### src/rtl/core/assert_macros.svh
// ----------------------------------------------------------------------------
// assert_macros.svh
// shared assertion macros, sampled on clk and disabled during rst
// ----------------------------------------------------------------------------
`ifndef ASSERT_MACROS_SVH
`define ASSERT_MACROS_SVH

// same-cycle implication
`define AST_IMP(lbl, ante, cons, msg) \
  lbl: assert property (@(posedge clk) disable iff (rst) (ante) |-> (cons)) \
    else $error(msg);

// next-cycle implication
`define AST_NXT(lbl, ante, cons, msg) \
  lbl: assert property (@(posedge clk) disable iff (rst) (ante) |=> (cons)) \
    else $error(msg);

`endif

### src/rtl/core/xbrle_pkg.sv
// ----------------------------------------------------------------------------
// xbrle_pkg
// shared types and constants of the run-length cell decoder
// ----------------------------------------------------------------------------
`timescale 1ns / 1ps
`default_nettype none

package xbrle_pkg;

  localparam int MaxRun   = 64;
  localparam int RemW     = $clog2(MaxRun) + 1;
  localparam int CellCntW = 32;

  // configuration register indexes
  localparam logic [1:0] CFG_COMPRESSED   = 2'd0;
  localparam logic [1:0] CFG_LIMIT_ENABLE = 2'd1;
  localparam logic [1:0] CFG_CELL_LIMIT   = 2'd2;

  // decode phases
  localparam logic [1:0] PH_CODE = 2'd0;
  localparam logic [1:0] PH_OPER = 2'd1;
  localparam logic [1:0] PH_CELL = 2'd2;
  localparam logic [1:0] PH_BAD  = 2'd3;

  // run kinds from bits 7..6 of a code byte
  localparam logic [1:0] KIND_LIT  = 2'd0;
  localparam logic [1:0] KIND_CHAR = 2'd1;
  localparam logic [1:0] KIND_ATTR = 2'd2;
  localparam logic [1:0] KIND_BOTH = 2'd3;

  typedef enum logic [0:0] {
    ST_IDLE,
    ST_BURST
  } state_t;

  typedef struct packed {
    logic take_item;
    logic burst_emit;
  } ctrl_cmd_t;

  typedef struct packed {
    logic burst_start;
    logic burst_last;
    logic out_free;
  } dp_stat_t;

endpackage

`default_nettype wire

### src/rtl/core/xbrle_ctrl.sv
// ----------------------------------------------------------------------------
// xbrle_ctrl
// sequencer: takes words in idle, drives repeated-cell bursts
// ----------------------------------------------------------------------------
`timescale 1ns / 1ps
`default_nettype none

module xbrle_ctrl
  import xbrle_pkg::*;
(
  input  wire logic       clk,
  input  wire logic       rst,
  input  wire logic       in_valid,
  output      logic       in_ready,
  input  wire dp_stat_t   stat,
  output      ctrl_cmd_t  cmd
);

  state_t state;
  state_t state_next;

  always_ff @(posedge clk) begin
    if (rst) begin
      state <= ST_IDLE;
    end else begin
      state <= state_next;
    end
  end

  always_comb begin
    state_next = state;
    unique case (state)
      ST_IDLE: begin
        if (in_valid && stat.out_free && stat.burst_start) begin
          state_next = ST_BURST;
        end
      end
      ST_BURST: begin
        if (stat.out_free && stat.burst_last) begin
          state_next = ST_IDLE;
        end
      end
      default: state_next = ST_IDLE;
    endcase
  end

  always_comb begin
    in_ready       = 1'b0;
    cmd.take_item  = 1'b0;
    cmd.burst_emit = 1'b0;
    unique case (state)
      ST_IDLE: begin
        in_ready      = stat.out_free;
        cmd.take_item = in_valid && stat.out_free;
      end
      ST_BURST: begin
        cmd.burst_emit = stat.out_free;
      end
      default: ;
    endcase
  end

endmodule

`default_nettype wire

### src/rtl/core/xbrle_dp.sv
// ----------------------------------------------------------------------------
// xbrle_dp
// decode state, configuration, cell counter and output register
// ----------------------------------------------------------------------------
`timescale 1ns / 1ps
`default_nettype none

`include "assert_macros.svh"

module xbrle_dp
  import xbrle_pkg::*;
(
  input  wire logic                clk,
  input  wire logic                rst,
  input  wire logic                cfg_we,
  input  wire logic [1:0]          cfg_index,
  input  wire logic [CellCntW-1:0] cfg_data,
  input  wire logic                in_start,
  input  wire logic [7:0]          in_byte,
  input  wire ctrl_cmd_t           cmd,
  output      dp_stat_t            stat,
  output      logic                out_valid,
  input  wire logic                out_ready,
  output      logic [7:0]          out_char,
  output      logic [7:0]          out_attr,
  output      logic                out_last
);

  logic                compressed;
  logic                limit_enable;
  logic [CellCntW-1:0] cell_limit;

  logic [1:0]          phase;
  logic [1:0]          run_kind;
  logic [RemW-1:0]     run_remaining;
  logic [7:0]          held_byte;
  logic [7:0]          pending_char;
  logic [CellCntW-1:0] cells_done;
  logic [7:0]          burst_attr;

  // state seen by the word after an optional start clear
  logic [1:0]          ph;
  logic [1:0]          kind;
  logic [RemW-1:0]     rem;
  logic [7:0]          held;
  logic [7:0]          pend;
  logic [CellCntW-1:0] cd;
  logic [1:0]          phe;
  logic                at_limit;

  logic [1:0]          phase_next;
  logic [1:0]          run_kind_next;
  logic [RemW-1:0]     run_remaining_next;
  logic [7:0]          held_byte_next;
  logic [7:0]          pending_char_next;
  logic                emit;
  logic [7:0]          emit_char;
  logic [7:0]          emit_attr;
  logic                burst_start;
  logic [CellCntW-1:0] cd_inc;
  logic [CellCntW-1:0] done_inc;
  logic                load;

  always_comb begin
    ph       = in_start ? PH_CODE : phase;
    kind     = in_start ? KIND_LIT : run_kind;
    rem      = in_start ? '0 : run_remaining;
    held     = in_start ? 8'h00 : held_byte;
    pend     = in_start ? 8'h00 : pending_char;
    cd       = in_start ? '0 : cells_done;
    at_limit = limit_enable && (cd >= cell_limit);
    cd_inc   = (cd == '1) ? cd : cd + 1'b1;
  end

  always_comb begin
    phe = ((ph == PH_BAD) || ((ph != PH_CODE) && (rem == '0))) ? PH_CODE : ph;
  end

  always_comb begin
    phase_next         = ph;
    run_kind_next      = kind;
    run_remaining_next = rem;
    held_byte_next     = held;
    pending_char_next  = pend;
    emit               = 1'b0;
    emit_char          = pend;
    emit_attr          = in_byte;
    burst_start        = 1'b0;
    if (!compressed) begin
      run_remaining_next = '0;
      if (ph == PH_OPER) begin
        phase_next = PH_CODE;
        emit       = !at_limit;
      end else begin
        pending_char_next = in_byte;
        phase_next        = PH_OPER;
      end
    end else begin
      phase_next = phe;
      unique case (phe)
        PH_CODE: begin
          // a code byte is dropped once the cell count has reached the limit
          if (!at_limit) begin
            run_kind_next      = in_byte[7:6];
            run_remaining_next = {1'b0, in_byte[5:0]} + 1'b1;
            phase_next         = PH_OPER;
          end
        end
        PH_OPER: begin
          if (kind == KIND_LIT) begin
            pending_char_next = in_byte;
          end else begin
            held_byte_next = in_byte;
          end
          phase_next = PH_CELL;
        end
        PH_CELL: begin
          run_remaining_next = rem - 1'b1;
          unique case (kind)
            KIND_LIT: begin
              emit       = 1'b1;
              phase_next = (rem == 1) ? PH_CODE : PH_OPER;
            end
            KIND_CHAR: begin
              emit       = 1'b1;
              emit_char  = held;
              phase_next = (rem == 1) ? PH_CODE : PH_CELL;
            end
            KIND_ATTR: begin
              emit       = 1'b1;
              emit_char  = in_byte;
              emit_attr  = held;
              phase_next = (rem == 1) ? PH_CODE : PH_CELL;
            end
            default: begin
              // whole run leaves through the burst sequence
              run_remaining_next = rem;
              burst_start        = 1'b1;
              phase_next         = PH_CODE;
            end
          endcase
        end
        default: phase_next = PH_CODE;
      endcase
    end
  end

  assign done_inc = (cells_done == '1) ? cells_done : cells_done + 1'b1;

  always_ff @(posedge clk) begin
    if (rst) begin
      compressed   <= 1'b0;
      limit_enable <= 1'b0;
      cell_limit   <= '0;
    end else if (cfg_we) begin
      unique case (cfg_index)
        CFG_COMPRESSED:   compressed   <= cfg_data[0];
        CFG_LIMIT_ENABLE: limit_enable <= cfg_data[0];
        CFG_CELL_LIMIT:   cell_limit   <= cfg_data;
        default: ;
      endcase
    end
  end

  always_ff @(posedge clk) begin
    if (rst) begin
      phase         <= PH_CODE;
      run_kind      <= KIND_LIT;
      run_remaining <= '0;
      held_byte     <= 8'h00;
      pending_char  <= 8'h00;
      cells_done    <= '0;
    end else if (cmd.take_item) begin
      phase         <= phase_next;
      run_kind      <= run_kind_next;
      run_remaining <= run_remaining_next;
      held_byte     <= held_byte_next;
      pending_char  <= pending_char_next;
      cells_done    <= emit ? cd_inc : cd;
    end else if (cmd.burst_emit) begin
      run_remaining <= run_remaining - 1'b1;
      cells_done    <= done_inc;
    end
  end

  always_ff @(posedge clk) begin
    if (cmd.take_item && burst_start) begin
      burst_attr <= in_byte;
    end
  end

  assign load = (cmd.take_item && emit) || cmd.burst_emit;

  always_ff @(posedge clk) begin
    if (rst) begin
      out_valid <= 1'b0;
    end else if (load) begin
      out_valid <= 1'b1;
    end else if (out_ready) begin
      out_valid <= 1'b0;
    end
  end

  always_ff @(posedge clk) begin
    if (cmd.burst_emit) begin
      out_char <= held_byte;
      out_attr <= burst_attr;
      out_last <= (run_remaining == 1);
    end else if (load) begin
      out_char <= emit_char;
      out_attr <= emit_attr;
      out_last <= 1'b1;
    end
  end

  always_comb begin
    stat.burst_start = burst_start;
    stat.burst_last  = (run_remaining == 1);
    stat.out_free    = !out_valid || out_ready;
  end

  `AST_IMP(a_burst_nonempty, cmd.burst_emit, run_remaining != '0, "burst with empty run")
  `AST_IMP(a_no_overwrite, load, !out_valid || out_ready, "output cell overwritten")
  `AST_NXT(a_count_mono, !cmd.take_item, cells_done >= $past(cells_done), "cell count fell")

endmodule

`default_nettype wire

### src/rtl/core/xbin_rle_cell_decoder_top.sv
// output: a cell is registered in the output register as its byte is taken
// throughput: one byte per cycle while the output is drained; a both-repeated run
//   holds the input while its cells (1..64) leave the output register
// reset: rst synchronous active high clears configuration, decode state,
//   cell counter and the output valid flag
// ----------------------------------------------------------------------------
// xbin_rle_cell_decoder_top
// run-length decoder of text-mode image data into char/attribute cells
// ----------------------------------------------------------------------------
`timescale 1ns / 1ps
`default_nettype none

module xbin_rle_cell_decoder_top
  import xbrle_pkg::*;
(
  input  wire logic                clk,
  input  wire logic                rst,
  // configuration writes, index 0 compressed, 1 limit_enable, 2 cell_limit
  input  wire logic                cfg_we,
  input  wire logic [1:0]          cfg_index,
  input  wire logic [CellCntW-1:0] cfg_data,
  // input byte stream
  input  wire logic                s_axis_tvalid,
  output      logic                s_axis_tready,
  input  wire logic [7:0]          s_axis_tdata,  // [7:0] data_byte
  input  wire logic                s_axis_tuser,  // [0] start_req
  // decoded cells
  output      logic                m_axis_tvalid,
  input  wire logic                m_axis_tready,
  output      logic [15:0]         m_axis_tdata,  // [7:0] char_code, [15:8] attribute
  output      logic                m_axis_tlast   // last cell caused by a word
);

  ctrl_cmd_t  cmd;
  dp_stat_t   stat;
  logic [7:0] out_char;
  logic [7:0] out_attr;

  // sequencer: accepts a word in idle when the output slot is free, runs bursts
  xbrle_ctrl u_ctrl (
    .clk      (clk),
    .rst      (rst),
    .in_valid (s_axis_tvalid),
    .in_ready (s_axis_tready),
    .stat     (stat),
    .cmd      (cmd)
  );

  // decode state, counter against the cell limit, and the output register
  xbrle_dp u_dp (
    .clk       (clk),
    .rst       (rst),
    .cfg_we    (cfg_we),
    .cfg_index (cfg_index),
    .cfg_data  (cfg_data),
    .in_start  (s_axis_tuser),
    .in_byte   (s_axis_tdata),
    .cmd       (cmd),
    .stat      (stat),
    .out_valid (m_axis_tvalid),
    .out_ready (m_axis_tready),
    .out_char  (out_char),
    .out_attr  (out_attr),
    .out_last  (m_axis_tlast)
  );

  // char in the low byte, attribute above it
  assign m_axis_tdata = {out_attr, out_char};

endmodule

`default_nettype wire

### config.mk
export PLATFORM = sky130hd
export DESIGN_NAME = xbin_rle_cell_decoder_top
export DESIGN_NICKNAME = d
export VERILOG_FILES = /design/src/rtl/core/xbrle_pkg.sv /design/src/rtl/core/xbrle_ctrl.sv /design/src/rtl/core/xbrle_dp.sv /design/src/rtl/core/xbin_rle_cell_decoder_top.sv
export VERILOG_INCLUDE_DIRS = /design/src /design/src/rtl/core
export SDC_FILE = /design/constraint.sdc
export NUM_CORES = 1
export LEC_CHECK = 0
export BUFFER_PORTS_ARGS = -buffer_cell sky130_fd_sc_hd__clkbuf_2
export CAP_MARGIN = 20
export CORE_ASPECT_RATIO = 0.6
export CORE_UTILIZATION = 61
export CTS_CLUSTER_DIAMETER = 200
export DETAILED_ROUTE_END_ITERATION = 8
export HOLD_SLACK_MARGIN = 0.08
export PLACE_DENSITY = 0.81
export SYNTH_ARGS = -nofsm -noshare
export SYNTH_HDL_FRONTEND = slang
export SYNTH_HIERARCHICAL = 1
export SYNTH_SLANG_ARGS = --single-unit
### constraint.sdc
create_clock -name clk -period 5.3 [get_ports clk]
set_input_delay 0 -clock clk [delete_from_list [all_inputs] [get_ports clk]]
set_output_delay 0 -clock clk [all_outputs]
set_load 0.005 [all_outputs]
* Yosys cells after proc, flatten, opt, wreduce, memory -nomap -nowiden
Index checks and enable logic that the tools add are counted.
** Operators by class
- Add/subtract/negate cells :: 5
- $lt $le $gt $ge :: 1
- Equal/unequal tests :: 13
- Multiplexer cells :: 62
- Bitwise logic cells :: 1
- Reduce and logical (&&, ||, !) cells :: 26
** Operator list (count)
- $mux W32 :: 6
- $mux W8 :: 18
- $add A32 B1 Y32 const B :: 2
- $eq A32 B32 Y1 const B :: 2
- $mux W7 :: 6
- $ge A32 B32 Y1 :: 1
- $mux W1 :: 18
- $mux W2 :: 9
- $pmux W8 S2 :: 1
- $eq A7 B1 Y1 const B :: 2
- $pmux W7 S2 :: 1
- $sub A7 B1 Y7 const B :: 2
- $eq A2 B1 Y1 const B :: 4
- $eq A2 B2 Y1 const B :: 4
- $reduce_and A2 Y1 :: 4
- $reduce_bool A2 Y1 :: 4
- $add A6 B1 Y7 const B :: 1
- $logic_and A1 B1 Y1 :: 7
- $logic_not A7 Y1 :: 1
- $logic_not A2 Y1 :: 3
- $pmux W2 S3 :: 1
- $pmux W2 S2 :: 1
- $logic_or A1 B1 Y1 :: 3
- $reduce_or A3 Y1 :: 1
- 5 further kinds :: 6
** Word-level totals
- Register bits after elaboration :: 120
- Output and inout port bits :: 19

* Depth between registers and ports, before layout
Gate-level depths: netlist of the first run.
- Depth after elaboration :: 12
- Mapped depth :: 15

* Cells and area by module
Netlist of the first run, hierarchy kept.
** Modules (own cells, without submodules)
- xbrle_dp :: times used 1, cells each 1014, area each 7837.5 sq um, sequential area each 2632.5 sq um
- xbrle_ctrl :: times used 1, cells each 6, area each 60.1 sq um, sequential area each 20.0 sq um

* Least setup slack after synthesis of the first run
Ideal clock, no wire load.
- Path kind :: input to register
- Start point :: in s_axis_tuser
- End point :: reg u_dp.cells_done[12]
- Arrival :: 3.749 ns
- Required time :: 5.214 ns
- Setup slack :: 1.466 ns
- Cell stages on the path :: 15
- Cell sequence :: clkbuf_1 -> buf_1 -> buf_1 -> clkbuf_1 -> nor2b_1 -> ha_1 -> a21oi_1 -> nand2_1 -> a221oi_1 -> o21ai_0 -> or4_1 -> buf_2 -> a211oi_1 -> mux2_2 -> a211oi_1
** Between the ends
- Longest elaborated chain between the ends :: 10
- Elaborated cells on any way between the ends :: 28
- Those cells by class :: add/sub (1); order compare (1); eq/ne (6); mux (12); reduce/logical (8)
** Ends and longest elaborated chain
- from (decl) :: RTL line xbin_rle_cell_decoder_top.sv:26 : input wire logic s_axis_tuser,
- branches (longest 8 deep; another with $ge A32 B32 Y1)
- $mux W32 (*) :: RTL line xbrle_dp.sv:179 : cells_done <= emit ? cd_inc : cd;
- $mux W32 (*) :: RTL line xbrle_dp.sv:173 : end else if (cmd.take_item) begin
- to (signal assigned) :: RTL line xbrle_dp.sv:179
- to (signal assigned) :: RTL line xbrle_dp.sv:182 : cells_done <= done_inc;
- to (decl) :: RTL line xbrle_dp.sv:38 : logic [CellCntW-1:0] cells_done;
Mark *: on every way between the ends.
A chain may end at the register's enable or synchronous reset.

* Final worst setup path of the first run
- Start point :: reg u_dp.cells_done[27]
- End point :: reg u_dp.cells_done[23]
** Between the ends
- Longest elaborated chain between the ends :: 8
- Elaborated cells on any way between the ends :: 13
- Those cells by class :: order compare (1); eq/ne (3); mux (6); reduce/logical (3)
** Ends and longest elaborated chain
- $mux W32 :: RTL line xbrle_dp.sv:70 : cd = in_start ? '0 : cells_done;
- $ge A32 B32 Y1 :: RTL line xbrle_dp.sv:71 : at_limit = limit_enable && (cd >= cell_limit);
- $logic_and A1 B1 Y1 :: RTL line xbrle_dp.sv:71
- $logic_not A1 Y1 :: RTL line xbrle_dp.sv:93 : emit = !at_limit;
- $mux W1 :: RTL line xbrle_dp.sv:91 : if (ph == PH_OPER) begin
- $mux W1 :: RTL line xbrle_dp.sv:89 : if (!compressed) begin
- $mux W32 :: RTL line xbrle_dp.sv:179
- $mux W32 :: RTL line xbrle_dp.sv:173
Parallel ways exist; a longest one is shown, timed or not.

==> results of run 1 <==
-- worst reg2reg max path: cells and delay by family (launching register included) --
kind                     cells  cell delay [ns]
AO/OA/AOI/OAI                5             1.85
AND/OR/NAND/NOR              4             1.35
adder cells (fa/ha/maj)      1             0.32
flip-flops                   1             0.41
-- power groups by stage --
stage	combinational, mW	sequential, mW	clock [mW]
3_3_place_gp	0.252	1.00	0
4_1_cts	0.286	0.983	1.19
5_1_grt	0.324	0.987	1.24
2_1_floorplan	0.172	0.995	0
6_report	0.301	0.985	1.18
3_5_place_dp	0.257	1.00	0
-- metal layers --
layer | wire (microns) | up-vias | GRT usage [%] | part of all wire, %
met5 | 0 | - | 0.385 | 0
li1 | - | 3849 | - | -
met4 | 493 | 0 | 10.0 | 2.0
met1 | 11000 | 3840 | 57.1 | 43
met2 | 9760 | 636 | 51.2 | 39
met3 | 4020 | 72 | 13.0 | 16
-- Yosys cell counts (23+ instances only) --
cell	count	area, sq um
edfxtp_1	25	751
nor3_1	27	135
a22oi_1	25	188
ha_1	42	526
a21oi_1	78	390
nor2_1	90	338
inv_1	52	195
clkbuf_1	46	173
nor2b_1	27	169
nand2_1	157	589
dfxtp_1	95	1900
nand3_1	30	150
o21ai_0	38	190
a31oi_1	23	144
-- cell type report --
class | instances | share of cell area, %
Clock buffer | 18 | 4.81
Clock inverter | 14 | 1.59
Inverter | 54 | 2.16
Multi-Input combinational cell | 786 | 51.3
Sequential cell | 120 | 28.3
Tap cell | 165 | 2.20
Timing Repair Buffer | 124 | 9.64
-- cell families (layout without fill, tap and decap cells) --
logic type,Yosys count,after routing
buf+inv,114,210
mux,14,14
fa+ha+maj,42,42
flops,120,120
simple gates,437,437
compound gates,258,258
xor+xnor,35,35
-- stage by stage --
| stage | power [mW] | setup WS (ns) | instances | instance area (sq um) | hold WS (ns) |
|---|---|---|---|---|---|
| CTS | 2.46 | 1.50 | 1280 | 9350 | 0.203 |
| global placement | 1.25 | 1.63 | 1201 | 8280 | 0.225 |
| finish | 2.47 | 1.27 | 1281 | 9370 | 0.184 |
| global route | 2.55 | 1.09 | 1281 | 9370 | 0.226 |
| detailed placement | 1.26 | 1.49 | 1201 | 8280 | 0.229 |
| floorplan | 1.17 | 1.47 | 1020 | 7900 | 0.0646 |
-- sequential cells by signal, summed over array words and instances, names as in the netlist, 7 cells and up --
register / count
u_dp/cell_limit: 32
u_dp/cells_done: 32
u_dp/burst_attr: 8
u_dp/held_byte: 8
u_dp/out_attr: 8
u_dp/out_char: 8
u_dp/pending_char: 8
u_dp/run_remaining: 7
-- final timing paths --
path / depth (start not counted) / to / slack (ns) / from
max reg2reg: 10 / u_dp/cells_done[23] / 1.27 / u_dp/cells_done[27]
max: 10 / u_dp/cells_done[23] / 1.27 / u_dp/cells_done[27]
min reg2reg: 2 / u_dp/cell_limit[17] / 0.45 / u_dp/cell_limit[17]
min: 4 / u_dp/cell_limit[31] / 0.18 / cfg_we
==> run metrics, run 1 <==
outcome finished, final reports clean; post-synthesis xor/xnor area fraction roughly 3.9%; initial DRC count between 1000 and 1500; crit-path max FO 6; post-synthesis mux area share under 10%; Seq pwr share around two fifths; CTS tree yes; leakage power 3.48 nW; Worst-path clk slew ~0.06 ns; Clock Power Share a little under half; Pwr Density 263 mW/mm^2; Multi-input gate area about 0.0048 sq mm; ys async rst share 0%; measured slew at the worst slew-check pin about 1.1 ns; part of the cycle the worst path needs 76.1%; Post-Route Utilization between 70% and 80%; fmax about 250 MHz; Port Buffers 66; TNS Setup 0 ns; HPWL after DPL 17.4 mm; Sw Ratio between 20% and 30%; clk_skew approximately 0.011 ns; combinational fraction of design power between 10 and 15%; Buf/Inv on CP 0; synth warn 6; mean routed wirelength per cell approximately 20 microns; Total GRT Usage 38.3%; commonest non-fill, non-tap cells in the layout 157 x nand2_1, 95 x dfxtp_1, 90 x nor2_1; cts-stage hold buffer count 47; Avg Inst Size Synth about 7.7 sq um; Final ANT Viol Nets 0; most common cell after layout, fill and taps aside nand2_1; Hold/Removal Path Class primary input to flip-flop; synthesis-to-layout area growth 18.7%; Top delay family on crit path compound AO/OA/AOI/OAI gates; DRT Pass-1 Iters 7; Primary FF master, synth dfxtp_1; fin crit period between 4 and 5 ns; worst skew pair latency 0.43 ns; Critical Path RT 5.62 ns; peak supply drop ~0.19 mV; cell area after synthesis ~0.008 sq mm; nature of the critical path endpoint flip-flop; GRT overflow 0; Die Area 0.0134 sq mm; CTS Sinks 120; CP cell instances nor2b_1 -> ha_1 -> nand4_1 -> nor3_1 -> a221oi_1 -> o21ai_0 -> or4_1 -> a21oi_1 -> a41oi_1 -> o21ai_0; FF+latch area between 0.002 and 0.003 sq mm; Synth Area in Compound Gates approximately 22%; post-synthesis adder-cell area fraction roughly 6.7%; Final nets about 1200; Syn Nets between 1000 and 1500; largest family of logic cells by synthesized area simple AND/OR/NAND/NOR gates; Critical-path top delay cell or4_1; share of cells above drive strength 1 11.4%; Worst path max stage delay 0.73 ns; residual DRC count 0; number of max-cap violations 0; Initial Util around 64%; initial antenna violation count 0; Via Count between 8000 and 9000; final WL 25.2 mm; die height around 90 microns; Final Hold Viols 0; largest net degree at the start of global routing 52; cells after synthesis slightly above 1000; first-pass GRT wire length 40.2 mm; gp weighted congestion between 1 and 1.5; Psw between 700 and 800 uW; simple-gate share of the synthesized area a little over a quarter; Setup Buffers After CTS 0; cell row count 31; # resized after CTS 0; Core Area 0.0123 sq mm; Post-synth EDFFs 25; fillers 940; Max Slew Vio Count 0; Die W around 150 microns; DR vias/cell about 6.6; internal cell power 1.77 mW; #FFs+latches synth 120; H-tree depth 4; Startpoint Class flip-flop; Clock Tree Buf Depth 2; RSZ-0062 raised after global routing no; critical setup path kind flip-flop to flip-flop; Final setup viols 0; I/O pins 67; most frequent CP cell o21ai_0; synth unique cells 78; antenna cells 0; CTS Buf Count 17; sequential share of the synthesized area 33.6%; Slew HR 24.3%; vias in the first global route 7612; arrival time worst endpoint around 4.4 ns; Root Driver clkbuf_16
Power figures use the tool's default switching activity.
==> inputs of run 2 (changes only) <==
==> constraint.sdc (replaced) <==
create_clock -name clk -period 3.8 [get_ports clk]
set_input_delay 0 -clock clk [delete_from_list [all_inputs] [get_ports clk]]
set_output_delay 0 -clock clk [all_outputs]
set_load 0.005 [all_outputs]
==> run metrics, run 2 (synthesis results as in run 1) <==
Port Buffers 66 (unchanged); initial DRC count 1323 (-4.1%); final std cells w/o fill 1304 (+1.8%); RSZ-0062 raised after global routing no; gp weighted congestion 0.996 (-5.4%); DR vias/cell 6.46 (-1.4%); CTS tree yes; I/O pins 67 (unchanged); cell row count 31 (unchanged); mean routed wirelength per cell 19.7 microns (about the same); Clock Tree Buf Depth 2 (unchanged); H-tree depth 4 (unchanged); FF+latch area 0.00265 sq mm (unchanged); final WL 25.7 mm (+1.8%); most common cell after layout, fill and taps aside nand2_1; Die W 149 microns (unchanged); part of the cycle the worst path needs 95.3% (+19 points); DP Cell Count 1224 (+1.9%); Core Area 0.0123 sq mm (unchanged); Setup Buffers After CTS 0 (unchanged); Slew HR 30.9% (+6.7 points); Die Area 0.0134 sq mm (unchanged); final cell area excluding filler cells 0.00954 sq mm (+1.8%); worst skew pair latency 0.42 ns (about the same); Final Hold Viols 0 (unchanged); TNS Setup 0 ns (unchanged); hold path start cfg_we; Final setup viols 0 (unchanged); Critical Path RT 4.13 ns (-1.49 ns); largest net degree at the start of global routing 52 (unchanged); residual DRC count 0 (unchanged); Via Count 8425 (+0.33%); Initial Util 64.0% (unchanged); Hold/Removal Path Class primary input to flip-flop; DRT Pass-1 Iters 8 (+1); GRT overflow 0 (unchanged); nature of the critical path endpoint flip-flop; vias in the first global route 7433 (-2.4%); share of cells above drive strength 1 13.3% (+1.9 points); critical setup path kind flip-flop to flip-flop; die height 90.1 microns (unchanged); Final nets 1216 (+1.9%); Startpoint Class flip-flop; measured slew at the worst slew-check pin 1.03 ns (-0.0878 ns); Pwr Density 356 mW/mm^2 (+35%); launch point of the worst path u_dp/cells_done[27]; Multi-input gate area 0.00482 sq mm (+0.26%); FF-to-FF Start u_dp/cells_done[27]; fmax 276 MHz (+11%); number of max-cap violations 0 (unchanged); CTS Buf Count 17 (unchanged); leakage power 3.59 nW (+3.3%); dpl cell area 0.00846 sq mm (+2.2%); Root Driver clkbuf_16; Worst-path clk slew 0.06 ns (about the same); initial antenna violation count 0 (unchanged); Max Slew Vio Count 0 (unchanged); clk_skew 0.00959 ns (-0.00175 ns); biggest regs u_dp/cell_limit (32), u_dp/cells_done (32); crit-path max FO 15 (+9); fin crit period 3.62 ns (-0.410 ns); fillers 917 (-2.4%); Final ANT Viol Nets 0 (unchanged); synthesis-to-layout area growth 20.8%; Total GRT Usage 38.6% (+0.38 points); CTS Sinks 120 (unchanged); commonest non-fill, non-tap cells in the layout 157 x nand2_1, 95 x dfxtp_1, 90 x nor2_1; arrival time worst endpoint 3.95 ns (-0.40 ns); peak supply drop 0.260 mV (+37%); outcome finished, final reports clean; antenna cells 0 (unchanged); first-pass GRT wire length 40.2 mm (about the same); HPWL after DPL 17.7 mm (+1.8%)
## run 2: cell count changes in the layout (fill, tap and decap cells not counted), moves of 3 or more
| cell | delta |
|---|---|
| buf_4 | +22 |
| clkinv_4 | +4 |
| inv_6 | -4 |
| clkinv_2 | +3 |
## run 2: per-stage QoR
| step | utilization [%] | total power [mW] | setup WS [ns] | hold WS, ns |
|---|---|---|---|---|
| floorplan | - | 1.63 | 0.0492 | 0.0646 |
| global placement | 68.6 | 1.77 | 0.309 | 0.226 |
| detailed placement | 68.6 | 1.78 | 0.201 | 0.229 |
| CTS | 77.0 | 3.39 | 0.180 | 0.195 |
| global route | 77.4 | 3.51 | 0.0633 | 0.252 |
| finish | 77.4 | 3.40 | 0.178 | 0.206 |
## run 2: routing by layer
metal	share of wire (%)	vias to the layer above	global-route usage, %
met5	0	-	0
met4	1.2	0	9.52
met3	16	46	15.3
met2	39	622	49.7
met1	44	3859	58.3
li1	-	3898	-
## run 2: cell type report
cell class                      count  area share, %
Multi-Input combinational cell    786           50.5
Sequential cell                   120           27.8
Timing Repair Buffer              147           11.4
Clock buffer                       17           4.46
Tap cell                          165           2.16
Inverter                           54           2.12
Clock inverter                     15           1.52
## run 2: worst max-delay path, cell delays in order (launching register included)
cell,delay (ns)
dfxtp_1,0.39
nor2b_1,0.32
ha_1,0.32
nand4_1,0.23
nor3_1,0.09
a221oi_1,0.24
o21ai_0,0.22
buf_4,0.21
nor4_2,0.25
buf_4,0.30
o2111ai_1,0.24
or4_1,0.47
a311oi_1,0.25
## run 2: timing repair
item                                    CTS  global route
hold buffers                             47             0
endpoints found under the hold margin    65             0
resized for setup                         0             2
endpoints found under the setup margin    0             3
## run 2: power by group
group          leakage [nW]  switching (mW)  internal [mW]  total (mW)
Combinational          2.30           0.275          0.175       0.451
Clock                 0.282           0.668          0.914        1.58
Sequential             1.01          0.0287           1.34        1.37
## run 2: path summary, 6_finish.rpt
path	depth (start not counted)	slack [ns]	to
worst max register to register	12	0.18	u_dp/cells_done[10]
worst max-delay path	12	0.18	u_dp/cells_done[10]
worst min-delay path	4	0.21	u_dp/cell_limit[30]
worst min register to register	2	0.46	u_dp/cell_limit[28]
